## src/rtl/hsd_pkg.sv

```systemverilog
// shared types and constants for the hamming single-error-correcting decoder
`timescale 1ns / 1ps

package hsd_pkg;

    // result status codes
    typedef enum logic [1:0] {
        STATUS_CLEAN         = 2'd0,
        STATUS_CORRECTED     = 2'd1,
        STATUS_UNCORRECTABLE = 2'd2
    } status_t;

    // configuration register word index
    localparam logic REG_CODE_LENGTH = 1'b0;

    // configuration field width and reset value
    localparam int unsigned CFG_LEN_W = 6;
    localparam logic [CFG_LEN_W-1:0] CODE_LENGTH_RESET = 6'd7;

endpackage

```

## src/rtl/hamming_sec_decoder.sv

```systemverilog
// top level: configuration register, input register, decode and result register
`timescale 1ns / 1ps

// single-error-correcting hamming decoder
//
// code channel: codeword with code_valid / code_stall; a word is taken at a
// rising edge with code_valid high and code_stall low. bit i-1 is position i.
// result channel: data_bits, data_length, syndrome, status with
// result_valid / result_stall, same rule.
// the word is captured in an input register, decoded by xor trees and fixed
// wiring, and the result lands in an output register.
// throughput is one word per cycle; both registers move together whenever
// the result register is empty or being taken.
// when the receiver stalls, the result holds and one more word can still be
// held in the input register before code_stall rises.
// code_length is written over the apb port (byte address 0); values below 3
// decode as 3 and values above MAX_CODE_LEN as MAX_CODE_LEN.
// reset empties both registers and sets code_length to 7.

module hamming_sec_decoder #(
    parameter int unsigned MAX_CODE_LEN = 63
) (
    input  logic                                            clk,
    input  logic                                            rst_n,
    // apb configuration port
    input  logic                                            psel,
    input  logic                                            penable,
    input  logic                                            pwrite,
    input  logic [2:0]                                      paddr,
    input  logic [31:0]                                     pwdata,
    output logic [31:0]                                     prdata,
    output logic                                            pready,
    // code channel
    input  logic                                            code_valid,
    output logic                                            code_stall,
    input  logic [MAX_CODE_LEN-1:0]                         codeword,
    // result channel
    output logic                                            result_valid,
    input  logic                                            result_stall,
    output logic [MAX_CODE_LEN-$clog2(MAX_CODE_LEN+1)-1:0]  data_bits,
    output logic [$clog2(MAX_CODE_LEN+1)-1:0]               data_length,
    output logic [$clog2(MAX_CODE_LEN+1)-1:0]               syndrome,
    output hsd_pkg::status_t                                status
);

    import hsd_pkg::*;

    localparam int unsigned LEN_W  = $clog2(MAX_CODE_LEN + 1);
    localparam int unsigned DATA_W = MAX_CODE_LEN - LEN_W;

    // configuration
    logic [CFG_LEN_W-1:0]    code_length_reg;
    logic [LEN_W-1:0]        len_eff;
    logic                    cfg_write;

    // input register
    logic                    in_valid_reg;
    logic [MAX_CODE_LEN-1:0] in_word_reg;

    // decoded word
    logic [DATA_W-1:0]       dec_data;
    logic [LEN_W-1:0]        dec_length;
    logic [LEN_W-1:0]        dec_syndrome;
    status_t                 dec_status;

    // output register
    logic                    out_valid_reg;
    logic [DATA_W-1:0]       out_data_reg;
    logic [LEN_W-1:0]        out_length_reg;
    logic [LEN_W-1:0]        out_syndrome_reg;
    status_t                 out_status_reg;

    logic                    advance;

    // apb: always ready, word index is paddr[2]
    assign pready    = 1'b1;
    assign cfg_write = psel && penable && pwrite && (paddr[2] == REG_CODE_LENGTH);
    assign prdata    = (paddr[2] == REG_CODE_LENGTH) ?
                       {{(32 - CFG_LEN_W){1'b0}}, code_length_reg} : 32'd0;

    always_ff @(posedge clk or negedge rst_n)
    begin
        if (!rst_n)
        begin
            code_length_reg <= CODE_LENGTH_RESET;
        end
        else if (cfg_write)
        begin
            code_length_reg <= pwdata[CFG_LEN_W-1:0];
        end
    end

    // clamp the length into the decodable range
    always_comb
    begin
        if (code_length_reg < CFG_LEN_W'(3))
        begin
            len_eff = LEN_W'(3);
        end
        else if (code_length_reg > CFG_LEN_W'(MAX_CODE_LEN))
        begin
            len_eff = LEN_W'(MAX_CODE_LEN);
        end
        else
        begin
            len_eff = LEN_W'(code_length_reg);
        end
    end

    // the output register is free when empty or being taken this cycle
    assign advance    = !out_valid_reg || !result_stall;
    assign code_stall = in_valid_reg && !advance;

    always_ff @(posedge clk or negedge rst_n)
    begin
        if (!rst_n)
        begin
            in_valid_reg <= 1'b0;
        end
        else if (!code_stall)
        begin
            in_valid_reg <= code_valid;
        end
    end

    always_ff @(posedge clk)
    begin
        if (code_valid && !code_stall)
        begin
            in_word_reg <= codeword;
        end
    end

    hsd_core #(
        .MAX_CODE_LEN (MAX_CODE_LEN)
    ) u_core (
        .word        (in_word_reg),
        .len         (len_eff),
        .data_bits   (dec_data),
        .data_length (dec_length),
        .syndrome    (dec_syndrome),
        .status      (dec_status)
    );

    always_ff @(posedge clk or negedge rst_n)
    begin
        if (!rst_n)
        begin
            out_valid_reg <= 1'b0;
        end
        else if (advance)
        begin
            out_valid_reg <= in_valid_reg;
        end
    end

    // payload only loads when a decoded word moves forward
    always_ff @(posedge clk)
    begin
        if (advance && in_valid_reg)
        begin
            out_data_reg     <= dec_data;
            out_length_reg   <= dec_length;
            out_syndrome_reg <= dec_syndrome;
            out_status_reg   <= dec_status;
        end
    end

    assign result_valid = out_valid_reg;
    assign data_bits    = out_data_reg;
    assign data_length  = out_length_reg;
    assign syndrome     = out_syndrome_reg;
    assign status       = out_status_reg;

endmodule

```

## src/rtl/hsd_core.sv

```systemverilog
// combinational decode: syndrome, single-bit correction and data compaction
`timescale 1ns / 1ps

module hsd_core #(
    parameter int unsigned MAX_CODE_LEN = 63
) (
    input  logic [MAX_CODE_LEN-1:0]                                     word,
    input  logic [$clog2(MAX_CODE_LEN+1)-1:0]                           len,
    output logic [MAX_CODE_LEN-$clog2(MAX_CODE_LEN+1)-1:0]              data_bits,
    output logic [$clog2(MAX_CODE_LEN+1)-1:0]                           data_length,
    output logic [$clog2(MAX_CODE_LEN+1)-1:0]                           syndrome,
    output hsd_pkg::status_t                                            status
);

    import hsd_pkg::*;

    localparam int unsigned LEN_W  = $clog2(MAX_CODE_LEN + 1);

    logic [MAX_CODE_LEN-1:0] masked;
    logic [MAX_CODE_LEN-1:0] fixed;
    logic [LEN_W-1:0]        syn;
    logic [LEN_W-1:0]        parity_count;
    logic                    fix_en;

    // drop bits beyond the code length, then xor positions of set bits
    always_comb
    begin
        syn = '0;
        for (int unsigned pos = 1; pos <= MAX_CODE_LEN; pos++)
        begin
            masked[pos-1] = word[pos-1] && (LEN_W'(pos) <= len);
            if (masked[pos-1])
            begin
                syn = syn ^ LEN_W'(pos);
            end
        end
    end

    // parity bits in use = bit length of len
    always_comb
    begin
        parity_count = '0;
        for (int unsigned i = 0; i < LEN_W; i++)
        begin
            if (len[i])
            begin
                parity_count = LEN_W'(i + 1);
            end
        end
    end

    assign fix_en = (syn != '0) && (syn <= len);

    always_comb
    begin
        for (int unsigned pos = 1; pos <= MAX_CODE_LEN; pos++)
        begin
            fixed[pos-1] = masked[pos-1] ^ (fix_en && (syn == LEN_W'(pos)));
        end
    end

    always_comb
    begin
        if (syn == '0)
        begin
            status = STATUS_CLEAN;
        end
        else if (fix_en)
        begin
            status = STATUS_CORRECTED;
        end
        else
        begin
            status = STATUS_UNCORRECTABLE;
        end
    end

    // data positions map to fixed output bits: index = pos - 1 - bitlen(pos)
    for (genvar pos = 3; pos <= MAX_CODE_LEN; pos++)
    begin : g_compact
        if ((pos & (pos - 1)) != 0)
        begin : g_data
            assign data_bits[pos - 1 - $clog2(pos + 1)] = fixed[pos-1];
        end
    end

    assign data_length = len - parity_count;
    assign syndrome    = syn;

endmodule

```

## config.mk

```make
export PLATFORM = sky130hd
export DESIGN_NAME = hamming_sec_decoder
export DESIGN_NICKNAME = d
export VERILOG_FILES = /design/src/rtl/hsd_pkg.sv /design/src/rtl/hamming_sec_decoder.sv /design/src/rtl/hsd_core.sv
export SDC_FILE = /design/constraint.sdc
export NUM_CORES = 1
export LEC_CHECK = 0
export ABC_AREA = 0
export BUFFER_PORTS_ARGS = -buffer_cell sky130_fd_sc_hd__buf_2
export CAP_MARGIN = 20
export CELL_PAD_IN_SITES_DETAIL_PLACEMENT = 1
export CELL_PAD_IN_SITES_GLOBAL_PLACEMENT = 1
export CORE_MARGIN = 2
export CORE_UTILIZATION = 46
export CTS_CLUSTER_DIAMETER = 50
export DETAILED_ROUTE_END_ITERATION = 16
export GPL_TIMING_DRIVEN = 0
export PLACE_DENSITY = 0.84
export SLEW_MARGIN = 20
export SYNTH_ARGS = -nofsm -noshare
export SYNTH_HDL_FRONTEND = slang
export SYNTH_HIERARCHICAL = 1
export SYNTH_SLANG_ARGS = --single-unit
```

## constraint.sdc

```tcl
create_clock -name clk -period 13.1 [get_ports clk]
set_input_delay 3.275 -clock clk [delete_from_list [all_inputs] [get_ports clk]]
set_output_delay 3.275 -clock clk [all_outputs]
set_load 0.01 [all_outputs]
```

==> qor.txt <==
Pwr dens: 313 nW/µm²
Max reg flops: 63
Routed wire length: 28600 µm
Via density: 5.64
Clk Latency, worst-skew pair: 0.43 ns
Post-synthesis cell type count: 88
Clock Skew: 0.00786 ns
First-pass DRT Iterations: 5
GRT overflow: 0
First-pass GRT wire length: 42400 µm
Yosys reg bits: 142
Worst setup EP type: output pin
Dominant synthesized flop cell: edfxtp_1
Initial antenna violation count: 0
Slew Viols, Final: 0
DR vias: 7083
Global router's overall resource usage: 0.281
WS Path Type: input port to output pin
Outcome: finished clean
Cts repair resizes: 0
ANT cells: 0
Share of cells above drive strength 1: 0.327
Die Y: 144 µm
Peak VDD IR: 0.000232 V
Post-layout min period: 7.05 ns
Vias in the first global route: 7180
Final Wtd Congestion: 0.986
Setup bufs post-CTS: 0
Syn Inst Count: 775
1st-iter DRT viols: 539
Final worst path period share: 0.538
Synthesis-to-finish area growth: 21.0%
CTS tree: done
Cell Area, Synth: 8990 µm²
CP arrival: 3.78 ns
EDFF count, synth: 134
Drt wl/cell: 22.7 µm
Unrepaired setup endpoints after global routing: false
Hold depth: 1
Hold_buf cts: 0
Clock root buffer: clkbuf_16
HPWL reported at the end of detailed placement: 21800 µm
Avg Cell Area, Syn: 11.6 µm²
R2R depth: 21
Clk sinks: 142
# IOs: 211
Reg clk slew, reported paths: 0.06 ns
Setup TNS: 0 ns
Remaining DRCs: 0
Core footprint: 19300 µm²
Critical Path Source: paddr[2]
HP Class: register to register
Worst r2r src: code_length_reg[5]
Max Buffers Root-to-Sink: 2
CTS Buf Count: 17
Pin count of the biggest net entering global routing: 39
Critical path required time: 9.82 ns
MaxCap Viol Count: 0
Crit-path max FO: 7
PortBufs: 155
Startpoint types: input port
Die X: 144 µm
Total power: 3400 µW
Async SR Flop Fraction: 0.0563
Leakage: 0.00447 µW
Row count: 51
Register area share after synthesis: 0.470
H-Tree Level Count: 4
Die area: 20700 µm²
F_max: 142 MHz
Hold_sp: in_valid_reg
Slew headroom: 0.435
ANT nets after route: 0
Worst-margin pin slew: 0.848 ns
Starting Density: 0.465
Final Hold Viols: 0
Synthesis warning total: 6
Setup-failing EPs final: 0
Layout Nets: 1093
==> per-layer routing <==
| layer | share of wire | track usage |
|---|---|---|
| met1 | 0.40 | 0.354 |
| met5 | 0 | 0 |
| met4 | 0.033 | 0.115 |
| met2 | 0.49 | 0.475 |
| met3 | 0.076 | 0.0536 |
==> report_power, final <==
| part | leakage (µW) | internal [µW] | switching, µW |
|---|---|---|---|
| sequential | 0.00139 | 643 | 34.8 |
| combinational | 0.00280 | 730 | 1520 |
| clock | 0.000279 | 280 | 186 |
==> Yosys cell counts (4+ instances only) <==
cell / number / area, µm²
edfxtp_1: 134 / 4020
xnor2_1: 78 / 683
xor2_1: 42 / 368
nand2_1: 41 / 154
buf_4: 33 / 248
nand3_1: 33 / 165
nor2_1: 32 / 120
o21ai_0: 25 / 125
a21oi_1: 22 / 110
and3_1: 21 / 131
buf_2: 21 / 105
clkbuf_1: 15 / 56.3
nor3_1: 14 / 70.1
nor3_2: 14 / 140
inv_1: 12 / 45.0
o211ai_1: 10 / 75.1
buf_6: 9 / 101
ha_1: 9 / 113
nor2b_1: 9 / 56.3
xnor3_1: 9 / 203
a21o_1: 8 / 60.1
and2_1: 8 / 50.1
mux2_2: 8 / 90.1
o21a_1: 8 / 60.1
o21ai_1: 8 / 40.0
mux2i_1: 7 / 70.1
nor4_2: 7 / 87.6
and2b_2: 6 / 52.6
xnor2_2: 6 / 97.6
dfrtp_1: 5 / 125
nand2b_1: 5 / 31.3
nand3b_1: 5 / 37.5
nand4_1: 5 / 31.3
o22ai_1: 5 / 31.3
o31ai_1: 5 / 37.5
xnor3_2: 5 / 119
a211oi_1: 4 / 30.0
inv_2: 4 / 15.0
o221ai_1: 4 / 35.0
or2_2: 4 / 25.0
==> cell families (layout without fill, tap and decap cells) <==
| group | Yosys count | count (layout) | share of synthesized area |
|---|---|---|---|
| xor gates and xnor gates | 140 | 140 | 0.164 |
| muxes | 16 | 16 | 0.0191 |
| adders and majority gates | 13 | 13 | 0.0181 |
| buffers and inverters | 97 | 288 | 0.0647 |
| DFF | 142 | 142 | 0.470 |
| other | 2 | 27 | 0.000836 |
| and+or+nand+nor | 229 | 229 | 0.157 |
| AOI/OAI and AO/OA | 136 | 136 | 0.107 |
==> layout by cell type (no fill, tap or decap), types with 9 or more instances in the layout <==
cell type,n
clkbuf_1,21
clkbuf_16,19
edfxtp_1,134
nor2b_1,9
conb_1,27
xnor3_1,9
buf_4,33
buf_6,9
o211ai_1,10
ha_1,9
nor2_1,32
nand3_1,33
xor2_1,42
inv_1,12
nor3_1,14
a21oi_1,22
and3_1,21
nor3_2,14
o21ai_0,25
buf_2,176
xnor2_1,78
nand2_1,41
==> critical path, stage by stage <==
cell	delay (ns)
buf_2	0.14
and2b_2	0.22
buf_2	0.14
==> worst paths after layout <==
| check | to | slack (ns) |
|---|---|---|
| max in group asynchronous | code_length_reg[2] | 10.18 |
| max reg2reg | data_bits[48] | 6.44 |
| min reg2reg | result_valid | 0.49 |
| max | prdata[5] | 6.05 |
| min | result_valid | 0.49 |
| min in group asynchronous | code_length_reg[3] | 2.68 |
==> cell type report <==
| type | count | area (µm²) |
|---|---|---|
| fillers | 2119 | 8460 |
| inverters | 17 | 63.8 |
| well taps | 265 | 332 |
| flip-flops and latches | 142 | 4230 |
| clock buffers | 28 | 539 |
| repair buffers | 159 | 878 |
| multi-input cells | 561 | 4290 |
| plain buffers | 80 | 518 |
| clock inverters | 4 | 27.5 |
==> metrics by stage <==
step,cells,area (µm²),setup WS (ns),hold WS (ns),utilization
after global placement,1220,10200,2.19,0.457,0.527
final,1256,10900,6.05,0.493,0.562
after global routing,1256,10900,6.01,0.530,0.562
after floorplan,800,9080,4.08,0.443,-
after detailed placement,1224,10300,6.04,0.485,0.533
after CTS,1256,10900,6.04,0.498,0.562
Power figures use the tool's default switching activity.
